<file path="src/rtl/dlr_pkg.sv">
// Shared types, field widths and constants of the distance-to-light ramp block.
package dlr_pkg;

    // Field widths fixed by the item formats
    localparam int DIST_W    = 12;
    localparam int LVL_W     = 8;
    localparam int GREEN_W   = 7;
    localparam int BLUE_W    = 5;
    localparam int S_TDATA_W = 16;
    localparam int M_TDATA_W = 32;
    localparam int M_FIELD_W = 2 * LVL_W + GREEN_W + BLUE_W;
    localparam int M_PAD_W   = M_TDATA_W - M_FIELD_W;

    // Defaults for the top-level parameters
    localparam int MAP_STEPS_DEF      = 64;
    localparam int LEVEL_MAX_DEF      = 255;
    localparam int DISTANCE_FLOOR_DEF = 30;
    localparam int ACCEPT_MARGIN_DEF  = 25;

    localparam logic [DIST_W-1:0] DIST_MAX_RESET = 12'd200;

    // Item kinds carried on s_tuser
    localparam logic ACT_MEASURE = 1'b0;
    localparam logic ACT_TICK    = 1'b1;

    typedef enum logic [3:0] {
        ST_IDLE,
        ST_TICK,
        ST_CHECK,
        ST_DIV_MAP,
        ST_MAP_DONE,
        ST_SQUARE,
        ST_SCALE,
        ST_RECIP,
        ST_TARGET
    } dlr_state_t;

    typedef struct packed {
        logic capture;
        logic div_load;
        logic recip;
        logic div_step;
        logic x_from_div;
        logic x_direct;
        logic square;
        logic scale;
        logic target_wr;
        logic tick_step;
    } dlr_cmd_t;

    typedef struct packed {
        logic meas_ok;
        logic map_direct;
        logic div_last;
        logic level_eq;
        logic out_free;
    } dlr_stat_t;

endpackage

</file>
<file path="src/rtl/dlr_div.sv">
// Restoring divider: one quotient bit per cycle in which step is high, used for the distance mapping.
module dlr_div
    import dlr_pkg::*;
#(
    parameter int W = 22
) (
    input  logic         aclk,
    input  logic         aresetn,
    input  logic         load,
    input  logic         step,
    input  logic [W-1:0] num,
    input  logic [W-1:0] den,
    output logic [W-1:0] quo,
    output logic         last
);

    localparam int CNT_W = $clog2(W);

    logic [W-1:0]     rem_reg, rem_next;
    logic [W-1:0]     quo_reg, quo_next;
    logic [W-1:0]     den_reg;
    logic [CNT_W-1:0] cnt_reg;
    logic [W:0]       trial;
    logic [W:0]       diff;
    logic             fits;

    always_comb begin
        trial = {rem_reg, quo_reg[W-1]};
        diff  = trial - {1'b0, den_reg};
        fits  = (trial >= {1'b0, den_reg});
        if (fits) begin
            rem_next = diff[W-1:0];
            quo_next = {quo_reg[W-2:0], 1'b1};
        end else begin
            rem_next = trial[W-1:0];
            quo_next = {quo_reg[W-2:0], 1'b0};
        end
    end

    always_ff @(posedge aclk) begin
        if (!aresetn) begin
            cnt_reg <= '0;
        end else if (load) begin
            cnt_reg <= '0;
        end else if (step) begin
            cnt_reg <= cnt_reg + 1'b1;
        end
    end

    always_ff @(posedge aclk) begin
        if (load) begin
            rem_reg <= '0;
            quo_reg <= num;
            den_reg <= den;
        end else if (step) begin
            rem_reg <= rem_next;
            quo_reg <= quo_next;
        end
    end

    assign quo  = quo_reg;
    assign last = (cnt_reg == CNT_W'(W - 1));

endmodule

</file>
<file path="src/rtl/dlr_datapath.sv">
// Datapath: calibration register, distance mapping, level ramp and output register.
module dlr_datapath
    import dlr_pkg::*;
#(
    parameter int MAP_STEPS      = MAP_STEPS_DEF,
    parameter int LEVEL_MAX      = LEVEL_MAX_DEF,
    parameter int DISTANCE_FLOOR = DISTANCE_FLOOR_DEF,
    parameter int ACCEPT_MARGIN  = ACCEPT_MARGIN_DEF
) (
    input  logic                  aclk,
    input  logic                  aresetn,
    input  dlr_cmd_t              cmd,
    input  logic [DIST_W-1:0]     in_distance,
    input  logic                  cfg_wr_en,
    input  logic [DIST_W-1:0]     cfg_wr_data,
    input  logic                  m_tready,
    output dlr_stat_t             stat,
    output logic                  m_tvalid,
    output logic [M_TDATA_W-1:0]  m_tdata,
    output logic                  m_tlast
);

    localparam int MAP_W    = $clog2(MAP_STEPS + 1);
    localparam int NUM1_W   = DIST_W + MAP_W;
    localparam int SQ_W     = 2 * MAP_W;
    localparam int NUM2_W   = SQ_W + LVL_W;
    localparam int DIV_W    = NUM1_W;
    localparam int ACC_W    = $clog2((1 << DIST_W) + ACCEPT_MARGIN);
    localparam int STEPS_SQ = MAP_STEPS * MAP_STEPS;
    localparam int SCALE_SH = NUM2_W + SQ_W;
    localparam int RCP_W    = NUM2_W + 3;
    localparam int PROD_W   = NUM2_W + RCP_W;
    localparam int QSC_W    = PROD_W - SCALE_SH;
    localparam logic [RCP_W-1:0] SCALE_RCP =
        RCP_W'(((64'd1 << SCALE_SH) + 64'(STEPS_SQ) - 64'd1) / 64'(STEPS_SQ));
    localparam int D10_W    = 16;
    localparam int D10_MUL  = 205;
    localparam int D10_SH   = 11;

    logic [DIST_W-1:0]  dmax_reg;
    logic [DIST_W-1:0]  dist_reg;
    logic [MAP_W-1:0]   x_reg;
    logic [SQ_W-1:0]    sq_reg;
    logic [NUM2_W-1:0]  prod_reg;
    logic [QSC_W-1:0]   lvl_reg;
    logic [LVL_W-1:0]   cur_reg;
    logic [LVL_W-1:0]   tgt_reg;
    logic               valid_reg;
    logic [LVL_W-1:0]   red_reg;
    logic [GREEN_W-1:0] green_reg;
    logic [BLUE_W-1:0]  blue_reg;
    logic               last_reg;

    logic               dmax_low;
    logic               dist_low;
    logic [MAP_W-1:0]   x_direct_val;
    logic [NUM1_W-1:0]  num1;
    logic [DIV_W-1:0]   div_num;
    logic [DIV_W-1:0]   div_den;
    logic [DIV_W-1:0]   div_quo;
    logic               div_last;
    logic [PROD_W-1:0]  rcp_prod;
    logic [LVL_W-1:0]   lv_next;
    logic [GREEN_W-1:0] green_next;
    logic [BLUE_W-1:0]  blue_next;
    logic [D10_W-1:0]   d10_prod;
    logic               out_free;

    // Mapping operands
    assign dmax_low     = (dmax_reg <= DIST_W'(DISTANCE_FLOOR));
    assign dist_low     = (dist_reg <= DIST_W'(DISTANCE_FLOOR));
    assign x_direct_val = (dmax_low && !dist_low) ? MAP_W'(MAP_STEPS) : '0;
    assign num1         = NUM1_W'(dist_reg - DIST_W'(DISTANCE_FLOOR)) * NUM1_W'(MAP_STEPS);

    assign div_num = DIV_W'(num1);
    assign div_den = DIV_W'(dmax_reg - DIST_W'(DISTANCE_FLOOR));

    dlr_div #(
        .W (DIV_W)
    ) u_div (
        .aclk    (aclk),
        .aresetn (aresetn),
        .load    (cmd.div_load),
        .step    (cmd.div_step),
        .num     (div_num),
        .den     (div_den),
        .quo     (div_quo),
        .last    (div_last)
    );

    // Divide by MAP_STEPS^2 as multiply-shift; the reciprocal is rounded up and
    // wide enough to give the truncated quotient for every scaled square
    assign rcp_prod = PROD_W'(prod_reg) * PROD_W'(SCALE_RCP);

    // Next ramp step and its color channels; level / 10 as multiply-shift
    always_comb begin
        if (tgt_reg > cur_reg) begin
            lv_next = cur_reg + 1'b1;
        end else begin
            lv_next = cur_reg - 1'b1;
        end
        if (lv_next == '0) begin
            green_next = '0;
        end else if (lv_next[LVL_W-1:1] == '0) begin
            green_next = GREEN_W'(1);
        end else begin
            green_next = lv_next[LVL_W-1:1];
        end
        d10_prod = D10_W'(lv_next) * D10_W'(D10_MUL);
        if (lv_next > LVL_W'(9)) begin
            blue_next = d10_prod[D10_SH+BLUE_W-1:D10_SH];
        end else begin
            blue_next = '0;
        end
    end

    assign out_free = !valid_reg || m_tready;

    always_ff @(posedge aclk) begin
        if (!aresetn) begin
            dmax_reg  <= DIST_MAX_RESET;
            cur_reg   <= '0;
            tgt_reg   <= '0;
            valid_reg <= 1'b0;
        end else begin
            if (cfg_wr_en) begin
                dmax_reg <= cfg_wr_data;
            end
            if (cmd.target_wr) begin
                tgt_reg <= (lvl_reg > QSC_W'(LEVEL_MAX)) ? LVL_W'(LEVEL_MAX)
                         : lvl_reg[LVL_W-1:0];
            end
            if (cmd.tick_step) begin
                cur_reg   <= lv_next;
                valid_reg <= 1'b1;
            end else if (m_tready) begin
                valid_reg <= 1'b0;
            end
        end
    end

    always_ff @(posedge aclk) begin
        if (cmd.capture) begin
            dist_reg <= in_distance;
        end
        if (cmd.x_direct) begin
            x_reg <= x_direct_val;
        end else if (cmd.x_from_div) begin
            x_reg <= (div_quo > DIV_W'(MAP_STEPS)) ? MAP_W'(MAP_STEPS) : div_quo[MAP_W-1:0];
        end
        if (cmd.square) begin
            sq_reg <= SQ_W'(x_reg) * SQ_W'(x_reg);
        end
        if (cmd.scale) begin
            prod_reg <= NUM2_W'(sq_reg) * NUM2_W'(LEVEL_MAX);
        end
        if (cmd.recip) begin
            lvl_reg <= rcp_prod[PROD_W-1:SCALE_SH];
        end
        if (cmd.tick_step) begin
            red_reg   <= lv_next;
            green_reg <= green_next;
            blue_reg  <= blue_next;
            last_reg  <= (lv_next == tgt_reg);
        end
    end

    always_comb begin
        stat.meas_ok    = (dist_reg != '0) &&
                          (ACC_W'(dist_reg) <= ACC_W'(dmax_reg) + ACC_W'(ACCEPT_MARGIN));
        stat.map_direct = dmax_low || dist_low;
        stat.div_last   = div_last;
        stat.level_eq   = (cur_reg == tgt_reg);
        stat.out_free   = out_free;
    end

    assign m_tvalid = valid_reg;
    assign m_tdata  = {{M_PAD_W{1'b0}}, red_reg, blue_reg, green_reg, red_reg};
    assign m_tlast  = last_reg;

endmodule

</file>
<file path="src/rtl/dlr_ctrl.sv">
// Controller: sequences each item through the datapath.
module dlr_ctrl
    import dlr_pkg::*;
(
    input  logic      aclk,
    input  logic      aresetn,
    input  logic      s_tvalid,
    input  logic      s_tuser,
    input  dlr_stat_t stat,
    output logic      s_tready,
    output dlr_cmd_t  cmd
);

    dlr_state_t state_reg, state_next;

    always_ff @(posedge aclk) begin
        if (!aresetn) begin
            state_reg <= ST_IDLE;
        end else begin
            state_reg <= state_next;
        end
    end

    always_comb begin
        state_next = state_reg;
        cmd        = '0;
        s_tready   = 1'b0;
        case (state_reg)
            ST_IDLE: begin
                s_tready = 1'b1;
                if (s_tvalid) begin
                    cmd.capture = 1'b1;
                    state_next  = (s_tuser == ACT_TICK) ? ST_TICK : ST_CHECK;
                end
            end
            ST_TICK: begin
                // leave when the level is at the target, else hold until the output register can take the step
                if (stat.level_eq) begin
                    state_next = ST_IDLE;
                end else if (stat.out_free) begin
                    cmd.tick_step = 1'b1;
                    state_next    = ST_IDLE;
                end
            end
            ST_CHECK: begin
                if (!stat.meas_ok) begin
                    state_next = ST_IDLE;
                end else if (stat.map_direct) begin
                    cmd.x_direct = 1'b1;
                    state_next   = ST_SQUARE;
                end else begin
                    cmd.div_load = 1'b1;
                    state_next   = ST_DIV_MAP;
                end
            end
            ST_DIV_MAP: begin
                cmd.div_step = 1'b1;
                if (stat.div_last) begin
                    state_next = ST_MAP_DONE;
                end
            end
            ST_MAP_DONE: begin
                cmd.x_from_div = 1'b1;
                state_next     = ST_SQUARE;
            end
            ST_SQUARE: begin
                cmd.square = 1'b1;
                state_next = ST_SCALE;
            end
            ST_SCALE: begin
                cmd.scale  = 1'b1;
                state_next = ST_RECIP;
            end
            ST_RECIP: begin
                cmd.recip  = 1'b1;
                state_next = ST_TARGET;
            end
            ST_TARGET: begin
                cmd.target_wr = 1'b1;
                state_next    = ST_IDLE;
            end
            default: begin
                state_next = ST_IDLE;
            end
        endcase
    end

endmodule

</file>
<file path="src/rtl/distance_to_light_ramp.sv">
// Top level of the distance-to-light ramp block: controller, datapath, port checks.
//
// Turns distance measurements into a target brightness and ramps a kept level toward it,
// one step per tick item. A measurement item (s_tuser = 0) with a nonzero distance no
// greater than distance_max + ACCEPT_MARGIN maps the distance linearly from
// DISTANCE_FLOOR..distance_max onto 0..MAP_STEPS (truncated, clamped), squares it and
// scales it to 0..LEVEL_MAX; it never gives a result. A tick item (s_tuser = 1) moves the
// level one step toward the target and gives one result item with red = level,
// green = level/2 (at least 1 when nonzero), blue = level/10 above 9, and m_tlast set when
// the target is reached; a tick with the level already at the target gives nothing.
// Items are handled one at a time. A tick goes through ST_TICK back to idle and waits there
// while an earlier result still waits on m_tready. A measurement runs the mapping division
// through a restoring divider, one quotient bit per cycle, and scales the square by a
// constant reciprocal multiply; the divider is DIV_W = 19 bits wide with the default
// parameters. A rejected one goes straight back to idle, and one that needs no division
// (distance or distance_max at or below the floor) skips the divider. The result register
// lets a measurement be taken while a result waits. The user writes distance_max through
// cfg_wr_en/cfg_wr_data only while the block is idle; the block does not enforce this.
module distance_to_light_ramp
    import dlr_pkg::*;
#(
    parameter int MAP_STEPS      = MAP_STEPS_DEF,
    parameter int LEVEL_MAX      = LEVEL_MAX_DEF,
    parameter int DISTANCE_FLOOR = DISTANCE_FLOOR_DEF,
    parameter int ACCEPT_MARGIN  = ACCEPT_MARGIN_DEF
) (
    input  logic                 aclk,
    input  logic                 aresetn,
    // input item channel
    input  logic                 s_tvalid,
    output logic                 s_tready,
    input  logic [S_TDATA_W-1:0] s_tdata,   // [11:0] distance_mm, [15:12] zero
    input  logic                 s_tuser,   // action: 0 measurement, 1 ramp tick
    // result item channel
    output logic                 m_tvalid,
    input  logic                 m_tready,
    output logic [M_TDATA_W-1:0] m_tdata,   // [7:0] red, [14:8] green, [19:15] blue,
                                            // [27:20] level, [31:28] zero
    output logic                 m_tlast,   // ramp_last
    // calibration register distance_max
    input  logic                 cfg_wr_en,
    input  logic [DIST_W-1:0]    cfg_wr_data
);

    dlr_cmd_t  cmd;
    dlr_stat_t stat;

    // Sequence measurements and ticks, issue one command set per cycle
    dlr_ctrl u_ctrl (
        .aclk     (aclk),
        .aresetn  (aresetn),
        .s_tvalid (s_tvalid),
        .s_tuser  (s_tuser),
        .stat     (stat),
        .s_tready (s_tready),
        .cmd      (cmd)
    );

    // Hold calibration, level state, mapping arithmetic and the result register
    dlr_datapath #(
        .MAP_STEPS      (MAP_STEPS),
        .LEVEL_MAX      (LEVEL_MAX),
        .DISTANCE_FLOOR (DISTANCE_FLOOR),
        .ACCEPT_MARGIN  (ACCEPT_MARGIN)
    ) u_datapath (
        .aclk        (aclk),
        .aresetn     (aresetn),
        .cmd         (cmd),
        .in_distance (s_tdata[DIST_W-1:0]),
        .cfg_wr_en   (cfg_wr_en),
        .cfg_wr_data (cfg_wr_data),
        .m_tready    (m_tready),
        .stat        (stat),
        .m_tvalid    (m_tvalid),
        .m_tdata     (m_tdata),
        .m_tlast     (m_tlast)
    );

    // A step must never overwrite a result that has not been taken
    a_no_overwrite: assert property (@(posedge aclk) disable iff (!aresetn)
        cmd.tick_step |-> (!m_tvalid || m_tready))
        else $error("ramp step loaded over a pending result item");

    // A step always shows up as a result item in the next cycle
    a_step_shows: assert property (@(posedge aclk) disable iff (!aresetn)
        cmd.tick_step |=> m_tvalid)
        else $error("ramp step did not produce a result item");

    // One item at a time: an accepted item closes the input until its work is done
    a_one_item: assert property (@(posedge aclk) disable iff (!aresetn)
        (s_tvalid && s_tready) |=> !s_tready)
        else $error("input reopened in the cycle after an accepted item");

endmodule

</file>
<file path="config.mk">
export PLATFORM = sky130hd
export DESIGN_NAME = distance_to_light_ramp
export DESIGN_NICKNAME = d
export VERILOG_FILES = /design/src/rtl/dlr_pkg.sv /design/src/rtl/dlr_div.sv /design/src/rtl/dlr_datapath.sv /design/src/rtl/dlr_ctrl.sv /design/src/rtl/distance_to_light_ramp.sv
export SDC_FILE = /design/constraint.sdc
export NUM_CORES = 1
export LEC_CHECK = 0
export BUFFER_PORTS_ARGS = -buffer_cell sky130_fd_sc_hd__buf_2
export CORE_MARGIN = 2
export CORE_UTILIZATION = 35
export CTS_CLUSTER_DIAMETER = 60
export CTS_CLUSTER_SIZE = 28
export DETAILED_ROUTE_END_ITERATION = 6
export PLACE_DENSITY = 0.55
export RECOVER_POWER = 25
export SKIP_LAST_GASP = 1
export SLEW_MARGIN = 15
export SYNTH_ARGS = -nofsm -noshare
export SYNTH_HDL_FRONTEND = slang
export SYNTH_SLANG_ARGS = --single-unit
</file>
<file path="constraint.sdc">
create_clock -name aclk -period 9.3 [get_ports aclk]
set_clock_uncertainty 0.15 [all_clocks]
set_input_delay 1.395 -clock aclk [delete_from_list [all_inputs] [get_ports aclk]]
set_output_delay 1.395 -clock aclk [all_outputs]
set_load 0.03 [all_outputs]
</file>
Word-level counts from Yosys, hierarchy flattened
Cells that the tools add are included.
Storage, ports and cells
  register bits: 181
  input bits: 34
  output and inout port bits: 35
  logic and storage cells: 108
Cells by class
  $add $sub $neg: 7
  $mul: 3
  magnitude comparators: 8
  eq/ne operators: 14
  multiplexer cells: 39
  bitwise operators: 1
  reduce and logical (&&, ||, !) cells: 16
Operators by type and width (count)
  19-bit 2-to-1 mux: 3
  4-bit case mux with 8 select lines: 1
  7-bit 2-to-1 mux: 4
  12-bit by 5-bit subtractor with 13-bit output (second input constant): 2
  12-bit by 5-bit <= comparator with 1-bit output (second input constant): 2
  14-bit by 8-bit multiplier with 22-bit output (second input constant): 1
  1-bit 2-to-1 mux: 22
  20-bit by 19-bit greater-or-equal comparator with 1-bit output: 1
  19-bit by 7-bit greater-than comparator with 1-bit output (second input constant): 1
  19-bit subtractor: 1
  4-bit by 3-bit == test with 1-bit output (second input constant): 4
  8-bit == test: 2
  8-bit by 8-bit multiplier with 16-bit output (second input constant): 1
  4-bit 2-to-1 mux: 4
  8-bit 2-to-1 mux: 2
  7-bit by 7-bit multiplier with 14-bit output: 1
  12-bit by 5-bit adder with 13-bit output (second input constant): 1
  12-bit by 13-bit <= comparator with 1-bit output: 1
  12-bit nonzero test: 1
  10-bit by 8-bit greater-than comparator with 1-bit output (second input constant): 1
  8-bit by 1-bit adder with 8-bit output (second input constant): 1
  4-bit by 2-bit == test with 1-bit output (second input constant): 2
  8-bit by 4-bit greater-than comparator with 1-bit output (second input constant): 1
  8-bit greater-than comparator: 1
  other kinds (20): 27

Longest topological paths before layout
  depth in word-level cells: 6
  mapped depth: 29
  depth with buffers taken out: 29

Cells and area by module
From an unflattened synthesis, not the netlist that was laid out.
Unflattened totals
  cell total of the unflattened synthesis: 1331
  area total of the unflattened synthesis: 13651.8 µm²
Modules (own cells, without submodules)
  dlr_datapath: instances 1, cells an instance 943, area an instance 9686.8 µm², seq. area each 2772.7 µm²
  dlr_div: instances 1, cells an instance 340, area an instance 3604.7 µm², seq. area each 1621.6 µm²
  dlr_ctrl: instances 1, cells an instance 48, area an instance 360.3 µm², seq. area each 80.1 µm²

Worst setup path before layout
Ideal clock, no wire load.
  kind: flip-flop to flip-flop
  from: register u_datapath.cur_reg[1]
  to: register u_datapath.blue_reg[4], data pin
  library setup time: 266 ps
  arrival: 6133 ps
  data required time: 8884 ps
  path slack: 2751 ps
  stages on the path, launching flop included: 29
  path buffers: 0
  clock period less this slack: 6549 ps
  cell sequence: dfxtp_1 inv_1 ha_1 nor2b_1 o21a_1 o21a_1 o21bai_1 a21oi_2 inv_1 ha_1 a21oi_1 nand2_1 a21o_1 a21o_1 xnor2_1 inv_1 ha_1 fa_1 fa_1 inv_1 fa_1 inv_1 ha_1 and3_1 a211oi_2 o21ai_1 a31oi_1 xnor2_1 nor2_1
Between the ends
  longest elaborated chain between the ends: 3
  elaborated cells on any way between the ends: 6
  those cells by class: add/sub (2); mul (1); order compare (2); mux (1)
RTL lines
  start: declaration: line dlr_datapath.sv:46  | logic [LVL_W-1:0] cur_reg;
  start signal: assignment: line dlr_datapath.sv:134  | cur_reg <= lv_next;
  8-bit by 1-bit subtractor with 8-bit output, or another cell as far along: line dlr_datapath.sv:100  | lv_next = cur_reg - 1'b1;
  8-bit 2-to-1 mux (*): line dlr_datapath.sv:97  | if (tgt_reg > cur_reg) begin
  net u_datapath.lv_next[6]: line dlr_datapath.sv:63  | logic [LVL_W-1:0] lv_next;
  8-bit by 8-bit multiplier with 16-bit output / 8-bit by 4-bit greater-than comparator with 1-bit output (equally long branches): line dlr_datapath.sv:109, dlr_datapath.sv:110
  end signal: assignment: line dlr_datapath.sv:163  | blue_reg <= blue_next;
  end: declaration: line dlr_datapath.sv:51  | logic [BLUE_W-1:0] blue_reg;
Mark *: on every way through the listed nets, which the timed path passes. The rest lies on a longest branch.
A chain may end at the register's enable or synchronous reset.

Final worst setup path
Same ends and word-level chain as after synthesis.

==> metrics.csv <==
stage,metric,value,unit
run_status,status,completed,
logic_synthesis,distinct cell type count after synthesis,78,
place,Final Wtd Congestion,0.811,
min_path,HP Class,register to register,
place,DP HPWL,19.9,mm
drt,vias,8646,
timing,final period demand of the worst path,7.20,ns
floorplanning,DIE WIDTH,195,um
floorplanning,initial core utilization,35.3,%
clock_tree,CTS tree,done,
layout,Antenna Cells,0,
global_routing,number of global-route vias before repair,8610,
timing,Setup Viol. Count Final,0,
job,max-cap viol count,0,
drt,drt drc,0,
layout,Filler cells,3580,
logic_synthesis,Synth Flop Type,edfxtp_1,
timing,FMAX,0.139,GHz
logic_synthesis,synthesis warning total,0,
drt,Routed WL,25.2,mm
power,Tot Pwr,0.00233,W
logic_synthesis,Mapped Area,12800,um2
timing,crit share post-route,77.4,%
clock_tree,clk root buf,clkbuf_16,
layout,most frequent cells in the layout,"ha_1 (173), inv_1 (156), nor2_1 (103)",
timing,TNS Setup,0,ns
floorplanning,Die H,195,um
worst_setup_path,CP endpoint kind,register,
global_routing,antenna violations before repair,0,
clock_tree,Sink Count,162,
min_path,hold path cells,0,
layout,Total Nets Final,1590,
timing,Worst Max-Slew Pin Slew,1.10,ns
layout,Layout area overhead,10.2,%
drt,DRT iter0 DRCs,295,
worst_setup_path,Worst EP arrival,7.23,ns
layout,Finished Layout Cells,1783,
clock_tree,total setup buffers inserted after CTS,0,
worst_setup_path,WP data required,9.33,ns
global_routing,gr usage total,13.8,%
floorplanning,I/O Pins,69,
floorplanning,row count,70,
timing,count of final hold-check violations,0,
timing,relative slew slack,26.6,%
logic_synthesis,post-synthesis sequential area ratio,33.0,%
power,Leakage,6.12,nW
timing,RSZ-0062 raised after global routing,no,
clock_tree,Worst-Skew Late Latency,0.44,ns
clock_tree,post-CTS resize count,0,
drt,vias per cell,4.85,
place,cell count after placement,1750,
worst_setup_path,CP Launch Type,register,
worst_setup_path,CP max FO,8,
place,I/O Buffers,60,
clock_tree,cts hold-fix bufs,0,
global_routing,first-pass GRT wire length,42.5,mm
layout,"commonest non-fill, non-tap cell in the layout",ha_1,
drt,first drt pass iteration count,4,
logic_synthesis,"EDFF count, synth",99,
clock_tree,clock slew at reported path FFs,0.07,ns
logic_synthesis,async set or reset register ratio after synthesis,0,%
global_routing,pin count of the biggest net entering global routing,46,
logic_synthesis,Synth Register Bits,162,
floorplanning,Die Area,38200,um2
logic_synthesis,syn avg cell area,10.2,um2
floorplanning,area of the core,36300,um2
clock_tree,CTS buffer count,17,
logic_synthesis,Syn Inst Count,1259,
worst_setup_path,CP Class,register to register,
drt,Final ANT Viol Nets,0,
clock_tree,htree depth,4,
worst_setup_path,worst r2r path cells,27,
power,Max IR drop VDD,0.109,mV
power,Pwr Density,164,nW/um2
global_routing,GR Overflow Total,0,
timing,Slew Limit Fails,0,
drt,WL/cell,14.1,um
layout,proportion of layout cells with a drive suffix above 1,8.90,%
clock_tree,Max Buffers Root-to-Sink,2,
-- kinds of logic after synthesis --
group / synth area share [%]
flops: 33.0
other cells: 0.0292
buf+inv: 6.45
mux: 2.12
simple gates: 11.8
compound gates: 10.9
xor+xnor: 6.17
fa+ha+maj: 29.5
-- layer usage --
| metal | up-vias | GRT usage, % | share of wire (%) |
|---|---|---|---|
| li1 | 4402 | - | - |
| met1 | 4104 | 19.5 | 51 |
| met2 | 123 | 21.7 | 44 |
| met3 | 17 | 2.47 | 3.3 |
| met4 | 0 | 3.93 | 1.1 |
| met5 | - | 0 | 0 |
-- power by group --
part	leakage, nW	switching (W)	internal, W
logic	4.43	0.000404	0.000333
clock network	0.283	0.000310	0.000405
registers	1.40	0.0000443	0.000829
total	6.12	0.000758	0.00157
-- cell type report --
| cell class | count | area [um2] | share of cell area [%] |
|---|---|---|---|
| multi-input cells | 897 | 7790 | 55.1 |
| repair buffers | 67 | 349 | 2.47 |
| well taps | 468 | 586 | 4.14 |
| clock buffers | 18 | 439 | 3.10 |
| clock inverters | 14 | 154 | 1.09 |
| inverters | 157 | 589 | 4.17 |
| flip-flops and latches | 162 | 4230 | 29.9 |
-- worst paths after layout --
path / start / end / slack [ns]
setup / recovery: u_datapath.cur_reg[1] / u_datapath.blue_reg[4] / 2.10
hold / removal: u_datapath.prod_reg[20] / u_datapath.lvl_reg[8] / 0.27
setup reg to reg: u_datapath.cur_reg[1] / u_datapath.blue_reg[4] / 2.10
hold reg to reg: u_datapath.prod_reg[20] / u_datapath.lvl_reg[8] / 0.27
-- cell usage after synthesis (all sizes together), types with 3 or more instances --
master / n / area share, %
o41ai: 4 / 0.42
and2: 21 / 1.0
dfxtp: 63 / 9.8
o2111ai: 3 / 0.20
nor2b: 10 / 0.49
nand2: 79 / 2.3
nor3: 23 / 0.94
and3: 7 / 0.34
o31ai: 8 / 0.51
a22o: 3 / 0.20
xnor2: 57 / 3.9
a31oi: 5 / 0.24
nand4: 9 / 0.44
o21a: 14 / 0.82
nand3: 20 / 0.78
fa: 81 / 13
nor2: 105 / 3.1
a21boi: 3 / 0.18
o21ai: 45 / 1.8
buf: 22 / 1.2
inv: 157 / 4.6
nor4: 14 / 0.68
edfxtp: 99 / 23
a21o: 14 / 0.82
clkbuf: 24 / 0.71
o22ai: 3 / 0.15
o21bai: 3 / 0.18
a21oi: 66 / 2.6
xor2: 30 / 2.1
ha: 173 / 17
nand2b: 14 / 0.68
mux2i: 26 / 2.0
a2111oi: 3 / 0.55
a211oi: 14 / 0.90
-- stage by stage --
stage	hold WS (ns)	setup slack, ns	utilization [%]	area, um2
final	0.268	2.10	38.9	14100
after global routing	0.278	1.53	38.9	14100
after CTS	0.271	2.01	38.9	14100
after detailed placement	0.255	2.04	37.3	13500
after global placement	0.251	2.12	37.3	13500
after floorplan	0.250	2.75	-	12800
-- worst max-delay path, stage by stage (launching register included) --
cell and delay (ns):
dfxtp_1 0.33, inv_1 0.09, ha_1 0.29, nor2b_1 0.13
o21a_1 0.11, o21a_1 0.10, o21bai_1 0.07, a21oi_2 0.30
inv_1 0.23, ha_1 0.39, a21o_1 0.20, a21oi_1 0.20
o21ai_1 0.15, a21o_1 0.20, a21oi_1 0.23, xnor3_1 0.43
inv_1 0.21, ha_1 0.37, fa_1 0.47, fa_1 0.50
ha_1 0.32, ha_1 0.30, and3_1 0.19, a211oi_2 0.34
o21ai_1 0.18, a31oi_1 0.25, xnor2_1 0.14, nor2_1 0.05
(Power assumes the default switching activity.)
